File: src/szrt_pkg.sv
package szrt_pkg;

   // Table geometry
   localparam int ZONE_SLOTS = 8;
   localparam int SLOT_W     = (ZONE_SLOTS > 1) ? $clog2(ZONE_SLOTS) : 1;
   localparam int INDEX_W    = 3;
   localparam int COORD_W    = 8;

   // Corner key offset, one column and one row
   localparam logic [2*COORD_W:0] CORNER_BIAS = 17'h00101;

   // Command codes
   typedef enum logic [1:0] {
      CMD_ALLOC  = 2'd0,
      CMD_FREE   = 2'd1,
      CMD_FIND   = 2'd2,
      CMD_MEMBER = 2'd3
   } cmd_type;

   // Response status codes
   localparam logic [1:0] STATUS_OK       = 2'd0;
   localparam logic [1:0] STATUS_FULL     = 2'd1;
   localparam logic [1:0] STATUS_NO_MATCH = 2'd2;

   // One stored zone with its cut rectangle
   typedef struct packed {
      logic [COORD_W-1:0] x_lo;
      logic [COORD_W-1:0] y_lo;
      logic [COORD_W-1:0] x_size;
      logic [COORD_W-1:0] y_size;
      logic               cut_valid;
      logic [COORD_W-1:0] cut_x_lo;
      logic [COORD_W-1:0] cut_y_lo;
      logic [COORD_W-1:0] cut_x_hi;
      logic [COORD_W-1:0] cut_y_hi;
   } zone_entry_type;

   // Latched request transaction
   typedef struct packed {
      cmd_type            cmd;
      zone_entry_type     zone;
      logic [COORD_W-1:0] point_x;
      logic [COORD_W-1:0] point_y;
   } req_type;

   // Write control towards the slot store
   typedef struct packed {
      logic              set;
      logic              clear;
      logic [SLOT_W-1:0] slot;
      zone_entry_type    data;
   } store_wr_type;

endpackage

File: src/szrt_if.sv
interface szrt_req_if;
   logic       valid;
   logic       ready;
   logic [1:0] cmd;
   logic [7:0] zone_x_lo;
   logic [7:0] zone_y_lo;
   logic [7:0] zone_x_size;
   logic [7:0] zone_y_size;
   logic       cut_valid;
   logic [7:0] cut_x_lo;
   logic [7:0] cut_y_lo;
   logic [7:0] cut_x_hi;
   logic [7:0] cut_y_hi;
   logic [7:0] point_x;
   logic [7:0] point_y;

   modport source (
      output valid, cmd, zone_x_lo, zone_y_lo, zone_x_size, zone_y_size, cut_valid,
             cut_x_lo, cut_y_lo, cut_x_hi, cut_y_hi, point_x, point_y,
      input  ready
   );
   modport sink (
      input  valid, cmd, zone_x_lo, zone_y_lo, zone_x_size, zone_y_size, cut_valid,
             cut_x_lo, cut_y_lo, cut_x_hi, cut_y_hi, point_x, point_y,
      output ready
   );
endinterface

interface szrt_rsp_if;
   logic       valid;
   logic       ready;
   logic [1:0] status;
   logic [2:0] zone_index;
   logic       belongs;

   modport source (output valid, status, zone_index, belongs, input ready);
   modport sink (input valid, status, zone_index, belongs, output ready);
endinterface

File: src/szrt_slot_store.sv
module szrt_slot_store
   import szrt_pkg::*;
(
   input  logic           clock,
   input  logic           reset,
   input  store_wr_type   wr,
   input  logic [SLOT_W-1:0] rd_slot,
   output zone_entry_type rd_entry,
   output logic           rd_occupied
);

   zone_entry_type          entries_ff [ZONE_SLOTS];
   logic [ZONE_SLOTS-1:0]   occupied_ff;
   logic [ZONE_SLOTS-1:0]   occupied_in;

   // Mark or release the addressed slot
   always_comb begin
      occupied_in = occupied_ff;
      if (wr.set) begin
         occupied_in[wr.slot] = 1'b1;
      end else if (wr.clear) begin
         occupied_in[wr.slot] = 1'b0;
      end
   end

   always_ff @(posedge clock) begin
      if (reset) begin
         occupied_ff <= '0;
      end else begin
         occupied_ff <= occupied_in;
      end
   end

   // Store zone fields on alloc
   always_ff @(posedge clock) begin
      if (wr.set) begin
         entries_ff[wr.slot] <= wr.data;
      end
   end

   assign rd_entry    = entries_ff[rd_slot];
   assign rd_occupied = occupied_ff[rd_slot];

endmodule

File: src/szrt_match_unit.sv
module szrt_match_unit
   import szrt_pkg::*;
(
   input  req_type        req,
   input  zone_entry_type entry,
   input  logic           occupied,
   output logic           hit
);

   logic [COORD_W:0]     x_end;
   logic [COORD_W:0]     y_end;
   logic [2*COORD_W+1:0] corner_sum;
   logic [2*COORD_W:0]   corner_want;
   logic                 corner_hit;
   logic                 in_rect;
   logic                 in_cut;

   // Corner key: row carry spills into the column part
   assign x_end       = {1'b0, entry.x_lo} + {1'b0, entry.x_size};
   assign y_end       = {1'b0, entry.y_lo} + {1'b0, entry.y_size};
   assign corner_sum  = {1'b0, x_end, {COORD_W{1'b0}}} + {{(COORD_W+1){1'b0}}, y_end};
   assign corner_want = {1'b0, req.point_x, req.point_y} + CORNER_BIAS;
   assign corner_hit  = (corner_sum == {1'b0, corner_want});

   // Half-open zone, inclusive cut
   assign in_rect = (req.point_x >= entry.x_lo) && ({1'b0, req.point_x} < x_end) &&
                    (req.point_y >= entry.y_lo) && ({1'b0, req.point_y} < y_end);
   assign in_cut  = entry.cut_valid &&
                    (req.point_x >= entry.cut_x_lo) && (req.point_x <= entry.cut_x_hi) &&
                    (req.point_y >= entry.cut_y_lo) && (req.point_y <= entry.cut_y_hi);

   // Select the test for the command
   always_comb begin
      case (req.cmd)
         CMD_ALLOC:           hit = !occupied;
         CMD_FREE, CMD_FIND:  hit = occupied && corner_hit;
         CMD_MEMBER:          hit = occupied && !in_cut && in_rect;
         default:             hit = 1'b0;
      endcase
   end

endmodule

File: src/secure_zone_region_table.sv
// The scan visits one slot a cycle through the shared match unit and stops at a hit
// or at the last slot. One transaction at a time: the next request is taken the cycle
// after the response is taken.
// Reset (synchronous, active high) clears all occupied bits and returns to idle;
// zone fields are kept but are never read from a free slot.
module secure_zone_region_table
   import szrt_pkg::*;
(
   input  logic      clock,
   input  logic      reset,
   szrt_req_if.sink  req_bus,
   szrt_rsp_if.source rsp_bus
);

   typedef enum logic [2:0] {
      ST_IDLE = 3'b001,
      ST_SCAN = 3'b010,
      ST_RESP = 3'b100
   } state_type;

   state_type         state_ff, state_in;
   logic [SLOT_W-1:0] slot_ff, slot_in;
   req_type           req_ff, req_in;
   logic [1:0]        status_ff, status_in;
   logic [INDEX_W-1:0] index_ff, index_in;
   logic              belongs_ff, belongs_in;

   zone_entry_type    rd_entry;
   logic              rd_occupied;
   logic              hit;
   logic              last_slot;
   store_wr_type      wr;

   szrt_slot_store u_store (
      .clock       (clock),
      .reset       (reset),
      .wr          (wr),
      .rd_slot     (slot_ff),
      .rd_entry    (rd_entry),
      .rd_occupied (rd_occupied)
   );

   szrt_match_unit u_match (
      .req      (req_ff),
      .entry    (rd_entry),
      .occupied (rd_occupied),
      .hit      (hit)
   );

   assign last_slot = (slot_ff == SLOT_W'(ZONE_SLOTS - 1));

   // Write or release the slot that matched
   always_comb begin
      wr.slot  = slot_ff;
      wr.data  = req_ff.zone;
      wr.set   = (state_ff == ST_SCAN) && hit && (req_ff.cmd == CMD_ALLOC);
      wr.clear = (state_ff == ST_SCAN) && hit && (req_ff.cmd == CMD_FREE);
   end

   // Sequencer
   always_comb begin
      state_in   = state_ff;
      slot_in    = slot_ff;
      req_in     = req_ff;
      status_in  = status_ff;
      index_in   = index_ff;
      belongs_in = belongs_ff;
      case (state_ff)
         ST_IDLE: begin
            if (req_bus.valid) begin
               req_in.cmd            = cmd_type'(req_bus.cmd);
               req_in.zone.x_lo      = req_bus.zone_x_lo;
               req_in.zone.y_lo      = req_bus.zone_y_lo;
               req_in.zone.x_size    = req_bus.zone_x_size;
               req_in.zone.y_size    = req_bus.zone_y_size;
               req_in.zone.cut_valid = req_bus.cut_valid;
               req_in.zone.cut_x_lo  = req_bus.cut_x_lo;
               req_in.zone.cut_y_lo  = req_bus.cut_y_lo;
               req_in.zone.cut_x_hi  = req_bus.cut_x_hi;
               req_in.zone.cut_y_hi  = req_bus.cut_y_hi;
               req_in.point_x        = req_bus.point_x;
               req_in.point_y        = req_bus.point_y;
               slot_in               = '0;
               state_in              = ST_SCAN;
            end
         end
         ST_SCAN: begin
            if (hit) begin
               status_in  = STATUS_OK;
               index_in   = INDEX_W'(slot_ff);
               belongs_in = (req_ff.cmd == CMD_MEMBER);
               state_in   = ST_RESP;
            end else if (last_slot) begin
               index_in   = '0;
               belongs_in = 1'b0;
               case (req_ff.cmd)
                  CMD_ALLOC:          status_in = STATUS_FULL;
                  CMD_FREE, CMD_FIND: status_in = STATUS_NO_MATCH;
                  default:            status_in = STATUS_OK;
               endcase
               state_in = ST_RESP;
            end else begin
               slot_in = slot_ff + 1'b1;
            end
         end
         ST_RESP: begin
            if (rsp_bus.ready) begin
               state_in = ST_IDLE;
            end
         end
         default: begin
            state_in = ST_IDLE;
         end
      endcase
   end

   // Control state
   always_ff @(posedge clock) begin
      if (reset) begin
         state_ff <= ST_IDLE;
      end else begin
         state_ff <= state_in;
      end
   end

   // Payload state
   always_ff @(posedge clock) begin
      slot_ff    <= slot_in;
      req_ff     <= req_in;
      status_ff  <= status_in;
      index_ff   <= index_in;
      belongs_ff <= belongs_in;
   end

   // Drive the channels
   assign req_bus.ready      = (state_ff == ST_IDLE);
   assign rsp_bus.valid      = (state_ff == ST_RESP);
   assign rsp_bus.status     = status_ff;
   assign rsp_bus.zone_index = index_ff;
   assign rsp_bus.belongs    = belongs_ff;

endmodule
File: src/flat_wrapper.sv
// flat-port wrapper written by rule: the top's interface ports become plain ports
module secure_zone_region_table_flat import szrt_pkg::*;
  (clock, reset, req_bus_valid, req_bus_cmd, req_bus_zone_x_lo, req_bus_zone_y_lo, req_bus_zone_x_size, req_bus_zone_y_size, req_bus_cut_valid, req_bus_cut_x_lo, req_bus_cut_y_lo, req_bus_cut_x_hi, req_bus_cut_y_hi, req_bus_point_x, req_bus_point_y, req_bus_ready, rsp_bus_valid, rsp_bus_status, rsp_bus_zone_index, rsp_bus_belongs, rsp_bus_ready);
  szrt_req_if req_bus_i ();
  szrt_rsp_if rsp_bus_i ();
  input  logic clock;
  input  logic reset;
  input wire logic [$bits(req_bus_i.valid)-1:0] req_bus_valid;
  input wire logic [$bits(req_bus_i.cmd)-1:0] req_bus_cmd;
  input wire logic [$bits(req_bus_i.zone_x_lo)-1:0] req_bus_zone_x_lo;
  input wire logic [$bits(req_bus_i.zone_y_lo)-1:0] req_bus_zone_y_lo;
  input wire logic [$bits(req_bus_i.zone_x_size)-1:0] req_bus_zone_x_size;
  input wire logic [$bits(req_bus_i.zone_y_size)-1:0] req_bus_zone_y_size;
  input wire logic [$bits(req_bus_i.cut_valid)-1:0] req_bus_cut_valid;
  input wire logic [$bits(req_bus_i.cut_x_lo)-1:0] req_bus_cut_x_lo;
  input wire logic [$bits(req_bus_i.cut_y_lo)-1:0] req_bus_cut_y_lo;
  input wire logic [$bits(req_bus_i.cut_x_hi)-1:0] req_bus_cut_x_hi;
  input wire logic [$bits(req_bus_i.cut_y_hi)-1:0] req_bus_cut_y_hi;
  input wire logic [$bits(req_bus_i.point_x)-1:0] req_bus_point_x;
  input wire logic [$bits(req_bus_i.point_y)-1:0] req_bus_point_y;
  output wire logic [$bits(req_bus_i.ready)-1:0] req_bus_ready;
  output wire logic [$bits(rsp_bus_i.valid)-1:0] rsp_bus_valid;
  output wire logic [$bits(rsp_bus_i.status)-1:0] rsp_bus_status;
  output wire logic [$bits(rsp_bus_i.zone_index)-1:0] rsp_bus_zone_index;
  output wire logic [$bits(rsp_bus_i.belongs)-1:0] rsp_bus_belongs;
  input wire logic [$bits(rsp_bus_i.ready)-1:0] rsp_bus_ready;
  assign req_bus_i.valid = req_bus_valid;
  assign req_bus_i.cmd = req_bus_cmd;
  assign req_bus_i.zone_x_lo = req_bus_zone_x_lo;
  assign req_bus_i.zone_y_lo = req_bus_zone_y_lo;
  assign req_bus_i.zone_x_size = req_bus_zone_x_size;
  assign req_bus_i.zone_y_size = req_bus_zone_y_size;
  assign req_bus_i.cut_valid = req_bus_cut_valid;
  assign req_bus_i.cut_x_lo = req_bus_cut_x_lo;
  assign req_bus_i.cut_y_lo = req_bus_cut_y_lo;
  assign req_bus_i.cut_x_hi = req_bus_cut_x_hi;
  assign req_bus_i.cut_y_hi = req_bus_cut_y_hi;
  assign req_bus_i.point_x = req_bus_point_x;
  assign req_bus_i.point_y = req_bus_point_y;
  assign req_bus_ready = req_bus_i.ready;
  assign rsp_bus_valid = rsp_bus_i.valid;
  assign rsp_bus_status = rsp_bus_i.status;
  assign rsp_bus_zone_index = rsp_bus_i.zone_index;
  assign rsp_bus_belongs = rsp_bus_i.belongs;
  assign rsp_bus_i.ready = rsp_bus_ready;
  secure_zone_region_table u_core (.clock(clock), .reset(reset), .req_bus(req_bus_i), .rsp_bus(rsp_bus_i));
endmodule
File: config.mk
export PLATFORM = sky130hd
export DESIGN_NAME = secure_zone_region_table_flat
export DESIGN_NICKNAME = d
export VERILOG_FILES = /design/src/szrt_pkg.sv /design/src/szrt_if.sv /design/src/szrt_slot_store.sv /design/src/szrt_match_unit.sv /design/src/secure_zone_region_table.sv /design/src/flat_wrapper.sv
export SDC_FILE = /design/constraint.sdc
export NUM_CORES = 1
export LEC_CHECK = 0
export ABC_AREA = 1
export BUFFER_PORTS_ARGS = -buffer_cell sky130_fd_sc_hd__buf_2
export CAP_MARGIN = 20
export CELL_PAD_IN_SITES_DETAIL_PLACEMENT = 0
export CELL_PAD_IN_SITES_GLOBAL_PLACEMENT = 1
export CORE_MARGIN = 4
export CORE_UTILIZATION = 30
export DETAILED_ROUTE_END_ITERATION = 10
export PLACE_DENSITY = 0.55
export SLEW_MARGIN = 20
export SYNTH_ARGS = -nofsm -noshare
export SYNTH_HDL_FRONTEND = slang
export SYNTH_SLANG_ARGS = --single-unit
File: constraint.sdc
create_clock -name clock -period 17.15 [get_ports clock]
set_clock_uncertainty 0.1 [all_clocks]
set_input_delay 3.43 -clock clock [delete_from_list [all_inputs] [get_ports clock]]
set_output_delay 3.43 -clock clock [all_outputs]
set_load 0.02 [all_outputs]
==> impl_metrics.csv <==
group,metric,value,unit
synthesis,postSynthAreaPerCell,12.1,um^2
layout,multi_input_area,7090,um^2
global_route,grt_pass1_wl,105000,um
clocking,path_clk_slew,0.06,ns
synthesis,synth_area_leaders,"edfxtp_1 (69%), o21ai_0 (5.9%), nor2_1 (5.2%)",
global_route,antenna_found_initial,2,
synthesis,yosysTopAreaCell,"edfxtp_1",
status,status,"finished clean",
synthesis,synth_top_area_share,68.9,%
synthesis,synth_common_cells,"edfxtp_1 (612), nor2_1 (370), o21ai_0 (312), nand2_1 (201), inv_1 (147)",
floorplan,die-area,93700,um^2
timing,fin_ws,9.00,ns
synthesis,synthDistinctLibCells,44,
routing,drt-pass1-iter-count,5,
clocking,cts.sinks,626,
floorplan,initial_utilization,30.2,%
routing,drc,0,
routing,drt_iter0_drc,1328,
layout,final_layout_size_suffix_gt1_share,11.2,%
power,swShare,36.8,%
routing,final_antenna_net_count,0,
clocking,cts_root_buffer,"clkbuf_16",
routing,totalWireLength,69900,um
floorplan,fp.dieW,306,um
power,intPower,0.00312,W
place,dp_hpwl,42000,um
global_route,met3_usage,2.29,%
hold_path,min-delay-path-class,"reg -> reg",
clocking,ctsHoldBuffers,0,
layout,syn_to_final_growth,15.0,%
place,gp_congestion,0.763,
timing,fmax,123,MHz
place,placed_area,28500,um^2
floorplan,ioPinCount,95,
synthesis,yosys_warnings,0,
worst_setup_path,arrival,8.27,ns
synthesis,synth_cells,2199,
global_route,overflow,0,
synthesis,syn-num-nets,2375,
clocking,cts_tree,"yes",
power,p_comb_share,33.8,%
synthesis,synth.most_common_cell,"edfxtp_1",
worst_setup_path,end_kind,"flop",
synthesis,ys_seq_area_share,70.0,%
global_route,busiest_layer,"met2",
timing,relSlewSlack,26.0,%
routing,vias,16900,
layout,fin_area,30700,um^2
timing,tns,0,ns
timing,finalHoldViolCount,0,
worst_setup_path,critPathSlowestCell,"buf_4",
routing,via_per_inst,4.83,
routing,wl_per_cell,19.9,um
floorplan,num_rows,109,
worst_setup_path,max_stage_delay,0.79,ns
timing,whs,0.451,ns
power,p_switching,0.00182,W
timing,finalSetupViolCount,0,
place,port_buffers,94,
power,p_leak,10.8,nW
power,p_clk_share,28.9,%
synthesis,ys_ff_latch,626,
clocking,cts.htree.levels,3,
global_route,grt_pass1_vias,16900,
floorplan,die_y,306,um
place,dp_slack,8.82,ns
clocking,insertion_delay,0.62,ns
clocking,cts-resized-gates,0,
synthesis,ys_async_sr_fraction,0,%
layout,nets,2467,
worst_setup_path,cp_common_cell,"nand2_1",
global_route,use_met1,20.4,%
synthesis,yosys_most_used_dff,"edfxtp_1",
timing,fin_crit_sh,47.5,%
clocking,cts_setup_buffers,0,
power,sequentialPowerShare,37.3,%
clocking,cts_buffers,71,
layout,n_antenna_cell,0,
power,powerDensity,161,nW/um^2
timing,tightest_slew,1.10,ns
global_route,grt_max_degree,110,
timing,finalMaxSlewViolations,0,
worst_setup_path,start_kind,"flop",
clocking,clockBufferDepth,3,
timing,post-route-min-period,8.15,ns
worst_setup_path,path_max_fanout,109,
layout,register_area,18700,um^2
power,ir_worst_vdd,0.0688,mV
global_route,grt_use_total,14.7,%
floorplan,coreArea,88200,um^2
timing,rsz0062_at_grt,"false",
worst_setup_path,crit_type,"reg -> reg",
synthesis,synth-edff-count,612,
worst_setup_path,required,17.28,ns
layout,fillCellCount,8564,
global_route,grt_use_met2,23.9,%
flow_run,maxCapViolCount,0,
synthesis,synth.cell_area,26700,um^2
power,p_total,0.00493,W
==> cells in the final DEF (no fill, tap or decap), drive strengths merged <==
cell,count
a211oi,3
a21boi,1
a21o,2
a21oi,44
a221oi,2
a31oi,21
buf,120
bufinv,3
clkbuf,89
clkinv,36
dfxtp,14
edfxtp,612
fa,2
ha,87
inv,151
nand2,213
nand2b,1
nand3,72
nand3b,10
nand4,20
nor2,378
nor3,17
o2111ai,3
o21a,1
o21ai,317
o21bai,10
o221ai,28
o22ai,82
or2,1
xnor2,1
xor2,3
==> worst max-delay path: cells and delay by family (launching register included) <==
family | cells | cell delay, ns
AOI/OAI and AO/OA | 4 | 1.02
adders and majority gates | 3 | 0.71
buffers and inverters | 7 | 3.07
DFF | 1 | 0.47
and+or+nand+nor | 17 | 2.23
==> metal layers <==
metal	share of wire, %	wire, um	up-vias
li1	-	-	8153
met2	47	32600	353
met3	4.6	3210	74
met5	0	0	-
met4	1.8	1290	0
met1	47	32800	8360
==> cell families after synthesis <==
group | Yosys count | synth area share (%)
AOI/OAI and AO/OA | 514 | 10.8
adders and majority gates | 89 | 4.23
and+or+nand+nor | 712 | 11.3
buffers and inverters | 254 | 3.60
xor gates and xnor gates | 4 | 0.131
DFF | 626 | 70.0
==> flip-flops by register name, summed over array words and instances, names as in the netlist, named ones only <==
| name | count |
|---|---|
| u_core.rsp_bus.status | 2 |
| u_core.u_store.entries_ff | 520 |
| u_core.rsp_bus.belongs | 1 |
| u_core.slot_ff | 3 |
| u_core.rsp_bus.zone_index | 3 |
| u_core.state_ff | 3 |
| u_core.req_ff | 83 |
==> final timing paths <==
kind / startpoint / end / slack, ns / depth (start not counted)
max: flop / u_core.u_store.entries_ff[6][40] / 9.00 / 31
min reg2reg: flop / flop / 0.45 / 3
max reg2reg: flop / u_core.u_store.entries_ff[6][40] / 9.00 / 31
min: flop / flop / 0.45 / 3
==> metrics by stage <==
stage          utilization, %  std cells
2_1_floorplan               -       2199
4_1_cts                  34.7       3509
3_5_place_dp             32.3       3383
6_report                 34.7       3509
5_1_grt                  34.7       3509
3_3_place_gp             32.3       3383
==> power groups by stage <==
stage / Sequential [W] / Combinational, W / Clock, W
floorplan: 0.00182 / 0.00120 / 0
global placement: 0.00187 / 0.00167 / 0
detailed placement: 0.00187 / 0.00169 / 0
CTS: 0.00184 / 0.00169 / 0.00148
global route: 0.00185 / 0.00193 / 0.00155
finish: 0.00184 / 0.00167 / 0.00143
==> layout make-up <==
type / count / share of cell area (%)
clock buffers: 89 / 6.12
multi-input cells: 1319 / 23.1
clock inverters: 37 / 1.01
repair buffers: 120 / 2.17
well taps: 1165 / 4.76
flip-flops and latches: 626 / 60.9
inverters: 153 / 1.92
(Power assumes the default switching activity.)
